===== src/hdl/rlb_pkg.sv =====
package rlb_pkg;

    localparam int unsigned LANES = 3;

    localparam logic [1:0] MODE_MULTIPLY = 2'd0;
    localparam logic [1:0] MODE_SUBTRACT = 2'd1;
    localparam logic [1:0] MODE_SCREEN   = 2'd2;
    localparam logic [1:0] MODE_OVERLAY  = 2'd3;

    typedef struct packed {
        logic [7:0] base_red;
        logic [7:0] base_green;
        logic [7:0] base_blue;
        logic [7:0] over_red;
        logic [7:0] over_green;
        logic [7:0] over_blue;
    } pix_in_t;

    typedef struct packed {
        logic [7:0] out_red;
        logic [7:0] out_green;
        logic [7:0] out_blue;
    } pix_out_t;

    typedef struct packed {
        logic       inv;
        logic       bypass;
        logic [7:0] byp_val;
    } lane_ctl_t;

    typedef struct packed {
        logic [7:0] opa;
        logic [7:0] opb;
        logic       dbl;
        lane_ctl_t  ctl;
    } lane_op_t;

    typedef struct packed {
        logic [16:0] prod;
        lane_ctl_t   ctl;
    } lane_prod_t;

    typedef struct packed {
        logic [17:0] num;
        logic [8:0]  est;
        lane_ctl_t   ctl;
    } lane_est_t;

endpackage


===== src/hdl/rgb_layer_blend_unit_top.sv =====
// channel  valid      stall      payload
// request  req_valid  req_stall  req_data  (base and layer pixel)
// result   rsp_valid  rsp_stall  rsp_data  (blended pixel)
// config   cfg_wr_en  -          cfg_wr_data (blend mode)
//
// one pixel per cycle unless the result side stalls; each stage below registers the pixel on its way to rsp_data
// stages: operand select, 8x8 multiply, reciprocal estimate, correct and finish
// each stage holds its own request, so bubbles close up under a stall
// reset clears the stage valid bits and sets the mode to multiply
module rgb_layer_blend_unit_top (
    input  logic             clk,
    input  logic             rst_n,
    input  logic             cfg_wr_en,
    input  logic [1:0]       cfg_wr_data,
    input  logic             req_valid,
    output logic             req_stall,
    input  rlb_pkg::pix_in_t req_data,
    output logic             rsp_valid,
    input  logic             rsp_stall,
    output rlb_pkg::pix_out_t rsp_data
);

    logic [1:0]                               mode_reg;
    logic [rlb_pkg::LANES-1:0][7:0]           lane_a;
    logic [rlb_pkg::LANES-1:0][7:0]           lane_b;
    logic [rlb_pkg::LANES-1:0][7:0]           lane_out;
    rlb_pkg::lane_op_t   [rlb_pkg::LANES-1:0] op;
    rlb_pkg::lane_prod_t [rlb_pkg::LANES-1:0] prod;
    logic                                     op_valid;
    logic                                     op_stall;
    logic                                     prod_valid;
    logic                                     prod_stall;

    always_ff @(posedge clk or negedge rst_n)
    begin
        if (!rst_n)
        begin
            mode_reg <= rlb_pkg::MODE_MULTIPLY;
        end
        else if (cfg_wr_en)
        begin
            mode_reg <= cfg_wr_data;
        end
    end

    assign lane_a = {req_data.base_red, req_data.base_green, req_data.base_blue};
    assign lane_b = {req_data.over_red, req_data.over_green, req_data.over_blue};

    rlb_prep u_prep (
        .clk      (clk),
        .rst_n    (rst_n),
        .mode     (mode_reg),
        .up_valid (req_valid),
        .up_stall (req_stall),
        .up_a     (lane_a),
        .up_b     (lane_b),
        .dn_valid (op_valid),
        .dn_stall (op_stall),
        .dn_op    (op)
    );

    rlb_mul u_mul (
        .clk      (clk),
        .rst_n    (rst_n),
        .up_valid (op_valid),
        .up_stall (op_stall),
        .up_op    (op),
        .dn_valid (prod_valid),
        .dn_stall (prod_stall),
        .dn_prod  (prod)
    );

    rlb_div u_div (
        .clk      (clk),
        .rst_n    (rst_n),
        .up_valid (prod_valid),
        .up_stall (prod_stall),
        .up_prod  (prod),
        .dn_valid (rsp_valid),
        .dn_stall (rsp_stall),
        .dn_val   (lane_out)
    );

    assign rsp_data.out_red   = lane_out[2];
    assign rsp_data.out_green = lane_out[1];
    assign rsp_data.out_blue  = lane_out[0];

`ifndef ASSERT_OFF
    a_mode_hold: assert property (@(posedge clk) disable iff (!rst_n)
        !cfg_wr_en |=> $stable(mode_reg))
        else $error("mode changed without a write");

    a_flow: assert property (@(posedge clk) disable iff (!rst_n)
        !(rsp_valid && rsp_stall) |-> !req_stall)
        else $error("request stalled while result side drains");

    a_full_stall: assert property (@(posedge clk) disable iff (!rst_n)
        req_stall |-> (rsp_valid && rsp_stall && op_valid && prod_valid))
        else $error("request stalled with a free stage");
`endif

endmodule


===== src/hdl/rlb_prep.sv =====
module rlb_prep (
    input  logic                                   clk,
    input  logic                                   rst_n,
    input  logic [1:0]                             mode,
    input  logic                                   up_valid,
    output logic                                   up_stall,
    input  logic [rlb_pkg::LANES-1:0][7:0]         up_a,
    input  logic [rlb_pkg::LANES-1:0][7:0]         up_b,
    output logic                                   dn_valid,
    input  logic                                   dn_stall,
    output rlb_pkg::lane_op_t [rlb_pkg::LANES-1:0] dn_op
);

    logic                                   dn_valid_reg;
    rlb_pkg::lane_op_t [rlb_pkg::LANES-1:0] op_reg;
    rlb_pkg::lane_op_t [rlb_pkg::LANES-1:0] op_next;
    logic                                   load;

    assign load     = !dn_valid_reg || !dn_stall;
    assign up_stall = !load;
    assign dn_valid = dn_valid_reg;
    assign dn_op    = op_reg;

    always_comb
    begin
        for (int i = 0; i < rlb_pkg::LANES; i++)
        begin
            op_next[i].opa         = up_a[i];
            op_next[i].opb         = up_b[i];
            op_next[i].dbl         = 1'b0;
            op_next[i].ctl.inv     = 1'b0;
            op_next[i].ctl.bypass  = 1'b0;
            op_next[i].ctl.byp_val = (up_a[i] > up_b[i]) ? (up_a[i] - up_b[i]) : 8'd0;
            unique case (mode)
                rlb_pkg::MODE_MULTIPLY:
                begin
                end
                rlb_pkg::MODE_SUBTRACT:
                begin
                    op_next[i].ctl.bypass = 1'b1;
                end
                rlb_pkg::MODE_SCREEN:
                begin
                    op_next[i].opa     = ~up_a[i];
                    op_next[i].opb     = ~up_b[i];
                    op_next[i].ctl.inv = 1'b1;
                end
                default:
                begin
                    op_next[i].dbl = 1'b1;
                    if (up_a[i][7])
                    begin
                        op_next[i].opa     = ~up_a[i];
                        op_next[i].opb     = ~up_b[i];
                        op_next[i].ctl.inv = 1'b1;
                    end
                end
            endcase
        end
    end

    always_ff @(posedge clk or negedge rst_n)
    begin
        if (!rst_n)
        begin
            dn_valid_reg <= 1'b0;
        end
        else if (load)
        begin
            dn_valid_reg <= up_valid;
        end
    end

    always_ff @(posedge clk)
    begin
        if (load && up_valid)
        begin
            op_reg <= op_next;
        end
    end

endmodule


===== src/hdl/rlb_mul.sv =====
module rlb_mul (
    input  logic                                     clk,
    input  logic                                     rst_n,
    input  logic                                     up_valid,
    output logic                                     up_stall,
    input  rlb_pkg::lane_op_t   [rlb_pkg::LANES-1:0] up_op,
    output logic                                     dn_valid,
    input  logic                                     dn_stall,
    output rlb_pkg::lane_prod_t [rlb_pkg::LANES-1:0] dn_prod
);

    logic                                     dn_valid_reg;
    rlb_pkg::lane_prod_t [rlb_pkg::LANES-1:0] prod_reg;
    rlb_pkg::lane_prod_t [rlb_pkg::LANES-1:0] prod_next;
    logic                                     load;

    assign load     = !dn_valid_reg || !dn_stall;
    assign up_stall = !load;
    assign dn_valid = dn_valid_reg;
    assign dn_prod  = prod_reg;

    always_comb
    begin
        for (int i = 0; i < rlb_pkg::LANES; i++)
        begin
            logic [16:0] p;
            p = {9'd0, up_op[i].opa} * {9'd0, up_op[i].opb};
            prod_next[i].prod = up_op[i].dbl ? {p[15:0], 1'b0} : p;
            prod_next[i].ctl  = up_op[i].ctl;
        end
    end

    always_ff @(posedge clk or negedge rst_n)
    begin
        if (!rst_n)
        begin
            dn_valid_reg <= 1'b0;
        end
        else if (load)
        begin
            dn_valid_reg <= up_valid;
        end
    end

    always_ff @(posedge clk)
    begin
        if (load && up_valid)
        begin
            prod_reg <= prod_next;
        end
    end

endmodule


===== src/hdl/rlb_div.sv =====
module rlb_div (
    input  logic                                     clk,
    input  logic                                     rst_n,
    input  logic                                     up_valid,
    output logic                                     up_stall,
    input  rlb_pkg::lane_prod_t [rlb_pkg::LANES-1:0] up_prod,
    output logic                                     dn_valid,
    input  logic                                     dn_stall,
    output logic [rlb_pkg::LANES-1:0][7:0]           dn_val
);

    logic                                    est_valid_reg;
    logic                                    dn_valid_reg;
    rlb_pkg::lane_est_t [rlb_pkg::LANES-1:0] est_reg;
    rlb_pkg::lane_est_t [rlb_pkg::LANES-1:0] est_next;
    logic [rlb_pkg::LANES-1:0][7:0]          val_reg;
    logic [rlb_pkg::LANES-1:0][7:0]          val_next;
    logic [rlb_pkg::LANES-1:0][17:0]         rem;
    logic [rlb_pkg::LANES-1:0][8:0]          quo;
    logic                                    load_out;
    logic                                    load_est;

    assign load_out = !dn_valid_reg || !dn_stall;
    assign load_est = !est_valid_reg || load_out;
    assign up_stall = !load_est;
    assign dn_valid = dn_valid_reg;
    assign dn_val   = val_reg;

    // round(x/255) = floor((2x+255)/510), estimate with 257/2^17
    always_comb
    begin
        for (int i = 0; i < rlb_pkg::LANES; i++)
        begin
            logic [17:0] y;
            logic [26:0] ext;
            logic [26:0] scaled;
            y               = {up_prod[i].prod, 1'b0} + 18'd255;
            ext             = {9'd0, y};
            scaled          = (ext << 8) + ext;
            est_next[i].num = y;
            est_next[i].est = scaled[25:17];
            est_next[i].ctl = up_prod[i].ctl;
        end
    end

    // estimate is exact or one low
    always_comb
    begin
        for (int i = 0; i < rlb_pkg::LANES; i++)
        begin
            logic [17:0] m510;
            m510   = {est_reg[i].est, 9'd0} - {8'd0, est_reg[i].est, 1'b0};
            rem[i] = est_reg[i].num - m510;
            quo[i] = est_reg[i].est + {8'd0, (rem[i] >= 18'd510)};
            if (est_reg[i].ctl.bypass)
            begin
                val_next[i] = est_reg[i].ctl.byp_val;
            end
            else if (est_reg[i].ctl.inv)
            begin
                val_next[i] = 8'd255 - quo[i][7:0];
            end
            else
            begin
                val_next[i] = quo[i][7:0];
            end
        end
    end

    always_ff @(posedge clk or negedge rst_n)
    begin
        if (!rst_n)
        begin
            est_valid_reg <= 1'b0;
            dn_valid_reg  <= 1'b0;
        end
        else
        begin
            if (load_est)
            begin
                est_valid_reg <= up_valid;
            end
            if (load_out)
            begin
                dn_valid_reg <= est_valid_reg;
            end
        end
    end

    always_ff @(posedge clk)
    begin
        if (load_est && up_valid)
        begin
            est_reg <= est_next;
        end
        if (load_out && est_valid_reg)
        begin
            val_reg <= val_next;
        end
    end

`ifndef ASSERT_OFF
    a_rem_bound: assert property (@(posedge clk) disable iff (!rst_n)
        est_valid_reg |-> (rem[0] < 18'd1020 && rem[1] < 18'd1020 && rem[2] < 18'd1020))
        else $error("quotient estimate off by more than one");

    a_quo_fits: assert property (@(posedge clk) disable iff (!rst_n)
        est_valid_reg |-> (quo[0] < 9'd256 && quo[1] < 9'd256 && quo[2] < 9'd256))
        else $error("rounded quotient exceeds channel range");

    a_out_hold: assert property (@(posedge clk) disable iff (!rst_n)
        dn_valid_reg && dn_stall |=> dn_valid_reg && $stable(val_reg))
        else $error("stalled result lost");
`endif

endmodule

===== config.mk =====
export PLATFORM = sky130hd
export DESIGN_NAME = rgb_layer_blend_unit_top
export DESIGN_NICKNAME = d
export VERILOG_FILES = /design/src/hdl/rlb_pkg.sv /design/src/hdl/rgb_layer_blend_unit_top.sv /design/src/hdl/rlb_prep.sv /design/src/hdl/rlb_mul.sv /design/src/hdl/rlb_div.sv
export SDC_FILE = /design/constraint.sdc
export NUM_CORES = 1
export LEC_CHECK = 0
export BUFFER_PORTS_ARGS = -buffer_cell sky130_fd_sc_hd__buf_2
export CORE_MARGIN = 2
export CORE_UTILIZATION = 50
export CTS_CLUSTER_DIAMETER = 30
export CTS_CLUSTER_SIZE = 20
export DETAILED_ROUTE_END_ITERATION = 10
export PLACE_DENSITY = 0.66
export SLEW_MARGIN = 20
export SYNTH_ARGS = -nofsm -noshare
export SYNTH_HDL_FRONTEND = slang
export SYNTH_HIERARCHICAL = 1
export SYNTH_SLANG_ARGS = --single-unit
export TNS_END_PERCENT = 100

===== constraint.sdc =====
create_clock -name clk -period 6.45 [get_ports clk]
set_clock_uncertainty 0.2 [all_clocks]
set_input_delay 0.3225 -clock clk [delete_from_list [all_inputs] [get_ports clk]]
set_output_delay 0.3225 -clock clk [all_outputs]
set_load 0.1 [all_outputs]

==> results by group <==
Drt
  – Final ANT Viol Nets: 0
  – Routed vias: 16,300
  – Vias per cell: about 5.3
  – Pre-antenna DRT Iters: 6
  – # DRC: 0
  – Routed WL: 49.8 mm
  – WL/cell: between 15 and 20 um
  – First DRT Iteration DRCs: ~790

Pwr
  – Worst vdd ir: about 0.38 mV
  – PD cells: 562 nW/um^2
  – Leakage power total: 12.2 nW

Global route
  – Gr usage total: between 20% and 30%
  – Number of global-route vias before repair: 17,000
  – Global-route wire length before repair: 84.1 mm
  – Largest net degree at the start of global routing: 78
  – Antenna violations before repair: 0
  – Total gr overflow: 0

Yosys
  – Synth unique cells: 84
  – Post-Synthesis Cells: between 2,000 and 2,500
  – Post-Syn Area: ~24,000 sq um
  – Syn avg cell area: between 10 and 15 sq um
  – Yosys top cell area share: a little under two fifths
  – Synth area leader: edfxtp_1
  – Sequential cell area fraction in the yosys report: 37.6%
  – FF+latch count, synth: 296
  – Async set-or-reset flop fraction in the synthesized netlist: 2.03%
  – Area contributors post-synth: edfxtp_1, ha_1, fa_1
  – Post-synth EDFFs: 290
  – Ys flop type: edfxtp_1
  – Syn_nets: 2,647
  – YS warnings: 6

Clock tree
  – Htree depth: 3
  – Post-CTS Setup Bufs: 0
  – Max clock buf depth: 3
  – Worst-path clk slew: 0.05 ns
  – CTS tree: built
  – CTS root buffer: clkbuf_16
  – Total CTS buffers: 72
  – Num Clock Sinks: around 300
  – Worst-Skew Late Latency: about 0.60 ns

Hold path
  – Worst min path class: reg2reg

Timing
  – Setup tns final: 0 ns
  – Hold Vio Cnt, Final: 0
  – Final setup viols: 0
  – RSZ-0062 raised after global routing: no
  – Fin crit share: approximately three quarters
  – Fmax: approximately 200 MHz
  – Max-slew violations: 0
  – Relative slew slack: roughly 30%
  – Post-layout min period: 4.86 ns
  – Worst-Margin Slew: around 1.0 ns

Floorplanning
  – Full die area: 48,900 sq um
  – CORE AREA: 46,600 sq um
  – Overall die height: 221 um
  – Initial core utilization: between 50% and 60%
  – Die X: 221 um
  – Row cnt: 79
  – Boundary Pins: 81

Worst setup path
  – Data arrival time of the critical path: around 5.0 ns
  – Critical-path top delay cell: fa_1
  – Critical path endpoint: u_mul/dn_prod[50]
  – Reg2reg end: u_mul/dn_prod[50]
  – Setup crit end kind: flop
  – Critical Path Source: u_prep/dn_op[44]
  – Worst reg2reg path depth: 15
  – Critical Path Max Stage Delay: ~0.56 ns
  – Crit-path most repeated cell: fa_1
  – Crit path kind: reg2reg
  – Reg2reg setup slack: between 1.5 and 2 ns
  – Worst r2r src: u_prep/dn_op[44]
  – CP Launch Type: flop
  – Crit-path max FO: 8
  – CP cell instances: nand2_1 -> fa_1 -> fa_1 -> inv_1 -> fa_1 -> inv_1 -> fa_1 -> inv_1 -> ha_1 -> o21a_1 -> o21a_1 -> o22ai_2 -> o21bai_1 -> xor2_1 -> mux2_2
  – WP data required: roughly 6.6 ns

Finish
  – Synthesis-to-finish area growth: 17.4%
  – Layout cells sized above 1: about 11%
  – Final #Nets: 2,836
  – Fin cells: approximately 3,100
  – Filler instances: between 3,000 and 4,000
  – Max FFs per register: between 100 and 150
  – Ant diodes: 0

Status
  – Status: completed

Placement
  – GP Congestion: approximately 0.84
  – Port Buf Inserts: 80
  – DP HPWL: around 38 mm
  – Dpl cells: approximately 2,900

Job
  – Maximum capacitance violations: 0
==> power breakdown <==
| group | total [mW] | internal [mW] | switching (mW) | leakage [nW] |
|---|---|---|---|---|
| registers | 3.40 | 2.98 | 0.422 | 2.91 |
| logic | 8.61 | 3.65 | 4.97 | 8.14 |
| clock network | 3.52 | 2.39 | 1.13 | 1.17 |
| total | 15.5 | 9.02 | 6.52 | 12.2 |
==> through the flow <==
stage | total power [mW] | area (sq um) | setup slack [ns] | hold WS, ns | util, %
detailed placement | 12.0 | 24700 | 1.60 | -0.00937 | 53.0
floorplan | 10.2 | 23600 | 0.496 | -0.173 | -
CTS | 15.6 | 27600 | 1.57 | 0.207 | 59.4
finish | 15.5 | 27700 | 1.59 | 0.205 | 59.4
global route | 17.0 | 27700 | 1.38 | 0.214 | 59.4
global placement | 11.7 | 24700 | 1.68 | -0.0110 | 53.0
==> metal layers <==
metal,vias to the layer above,global-route usage [%],share of wire (%)
li1,8076,-,-
met1,7785,26.6,45
met2,323,35.9,48
met3,77,3.89,4.2
met4,0,6.43,2.2
met5,-,0,0
==> Yosys cell counts (6+ instances only) <==
master	number
inv_1	328
edfxtp_1	290
ha_1	255
nand2_1	171
and2_1	161
xnor2_1	159
fa_1	114
a21oi_1	85
nor2_1	77
o21ai_0	77
xor2_1	53
nor3_1	33
mux2_2	32
and3_1	31
a21o_1	29
nand3_1	29
a31oi_1	19
nand4_1	19
o21a_1	19
clkbuf_1	16
nand2b_1	15
o211ai_1	15
nor2b_1	14
mux2i_1	11
o21ai_1	11
a211oi_1	10
o21bai_1	10
nand3b_1	8
a211o_1	6
a21oi_2	6
buf_4	6
dfrtp_1	6
o31a_1	6
==> how the worst min path moves through the flow <==
stage                     startpoint                to  cells past startpoint
detailed placement             rst_n       mode_reg[1]                      1
CTS                 u_mul/dn_prod[2]  u_div/est_reg[2]                      0
floorplan                      rst_n       mode_reg[0]                      0
global route        u_mul/dn_prod[2]  u_div/est_reg[2]                      0
finish              u_mul/dn_prod[2]  u_div/est_reg[2]                      0
global placement               rst_n       mode_reg[1]                      1
==> final cells by class <==
class / count / area, sq um / share of cell area, %
well taps: 607 / 759 / 2.75
inverters: 329 / 1230 / 4.46
clock buffers: 84 / 1900 / 6.87
repair buffers: 141 / 1020 / 3.68
multi-input cells: 1572 / 13400 / 48.3
clock inverters: 45 / 523 / 1.89
flip-flops and latches: 296 / 8860 / 32.0
==> worst max-delay path, delay by kind of cell (launching register included) <==
| kind | cells | cell delay (ns) |
|---|---|---|
| AO/OA/AOI/OAI | 4 | 0.72 |
| XOR/XNOR | 1 | 0.16 |
| adder cells (fa/ha/maj) | 5 | 2.47 |
| buffers and inverters | 3 | 0.15 |
| flip-flops | 1 | 0.50 |
| multiplexers | 1 | 0.27 |
| AND/OR/NAND/NOR | 1 | 0.12 |
==> layout by cell type, fill, tap and decap left out, types with 7 or more instances in the layout <==
cell and n:
dlygate4sd3_1 56, o21bai_1 10, mux2i_1 11, o21a_1 19, nand2b_1 15, xnor2_1 159, a21oi_1 85, and3_1 31
a211oi_1 10, o21ai_0 77, clkinv_2 11, nand3b_1 8, ha_1 255, clkbuf_16 74, nor2_1 77, nand2_1 171
fa_1 114, o211ai_1 15, mux2_2 32, o21ai_1 11, bufinv_16 7, xor2_1 53, clkinv_1 12, nand3_1 29
nand4_1 19, buf_2 80, inv_1 328, edfxtp_1 290, and2_1 160, clkbuf_1 9, a31oi_1 19, nor2b_1 12
nor3_1 33, a21o_1 29
==> repair_timing <==
| action | CTS | global route |
|---|---|---|
| hold buffers | 56 | 0 |
| gates resized for setup | 0 | 0 |
| hold endpoints to repair | 62 | 0 |
==> cell families (layout without fill, tap and decap cells) <==
group                      after synthesis  in the layout  share of synthesized area [%]
DFF                                    296            296                           37.6
and+or+nand+nor                        598            598                           13.5
AOI/OAI and AO/OA                      349            349                           9.92
buffers and inverters                  355            599                           5.82
adders and majority gates              369            369                           23.2
xor gates and xnor gates               212            212                           7.88
muxes                                   44             44                           2.06
Note: power is estimated with default switching activity, not from simulation.
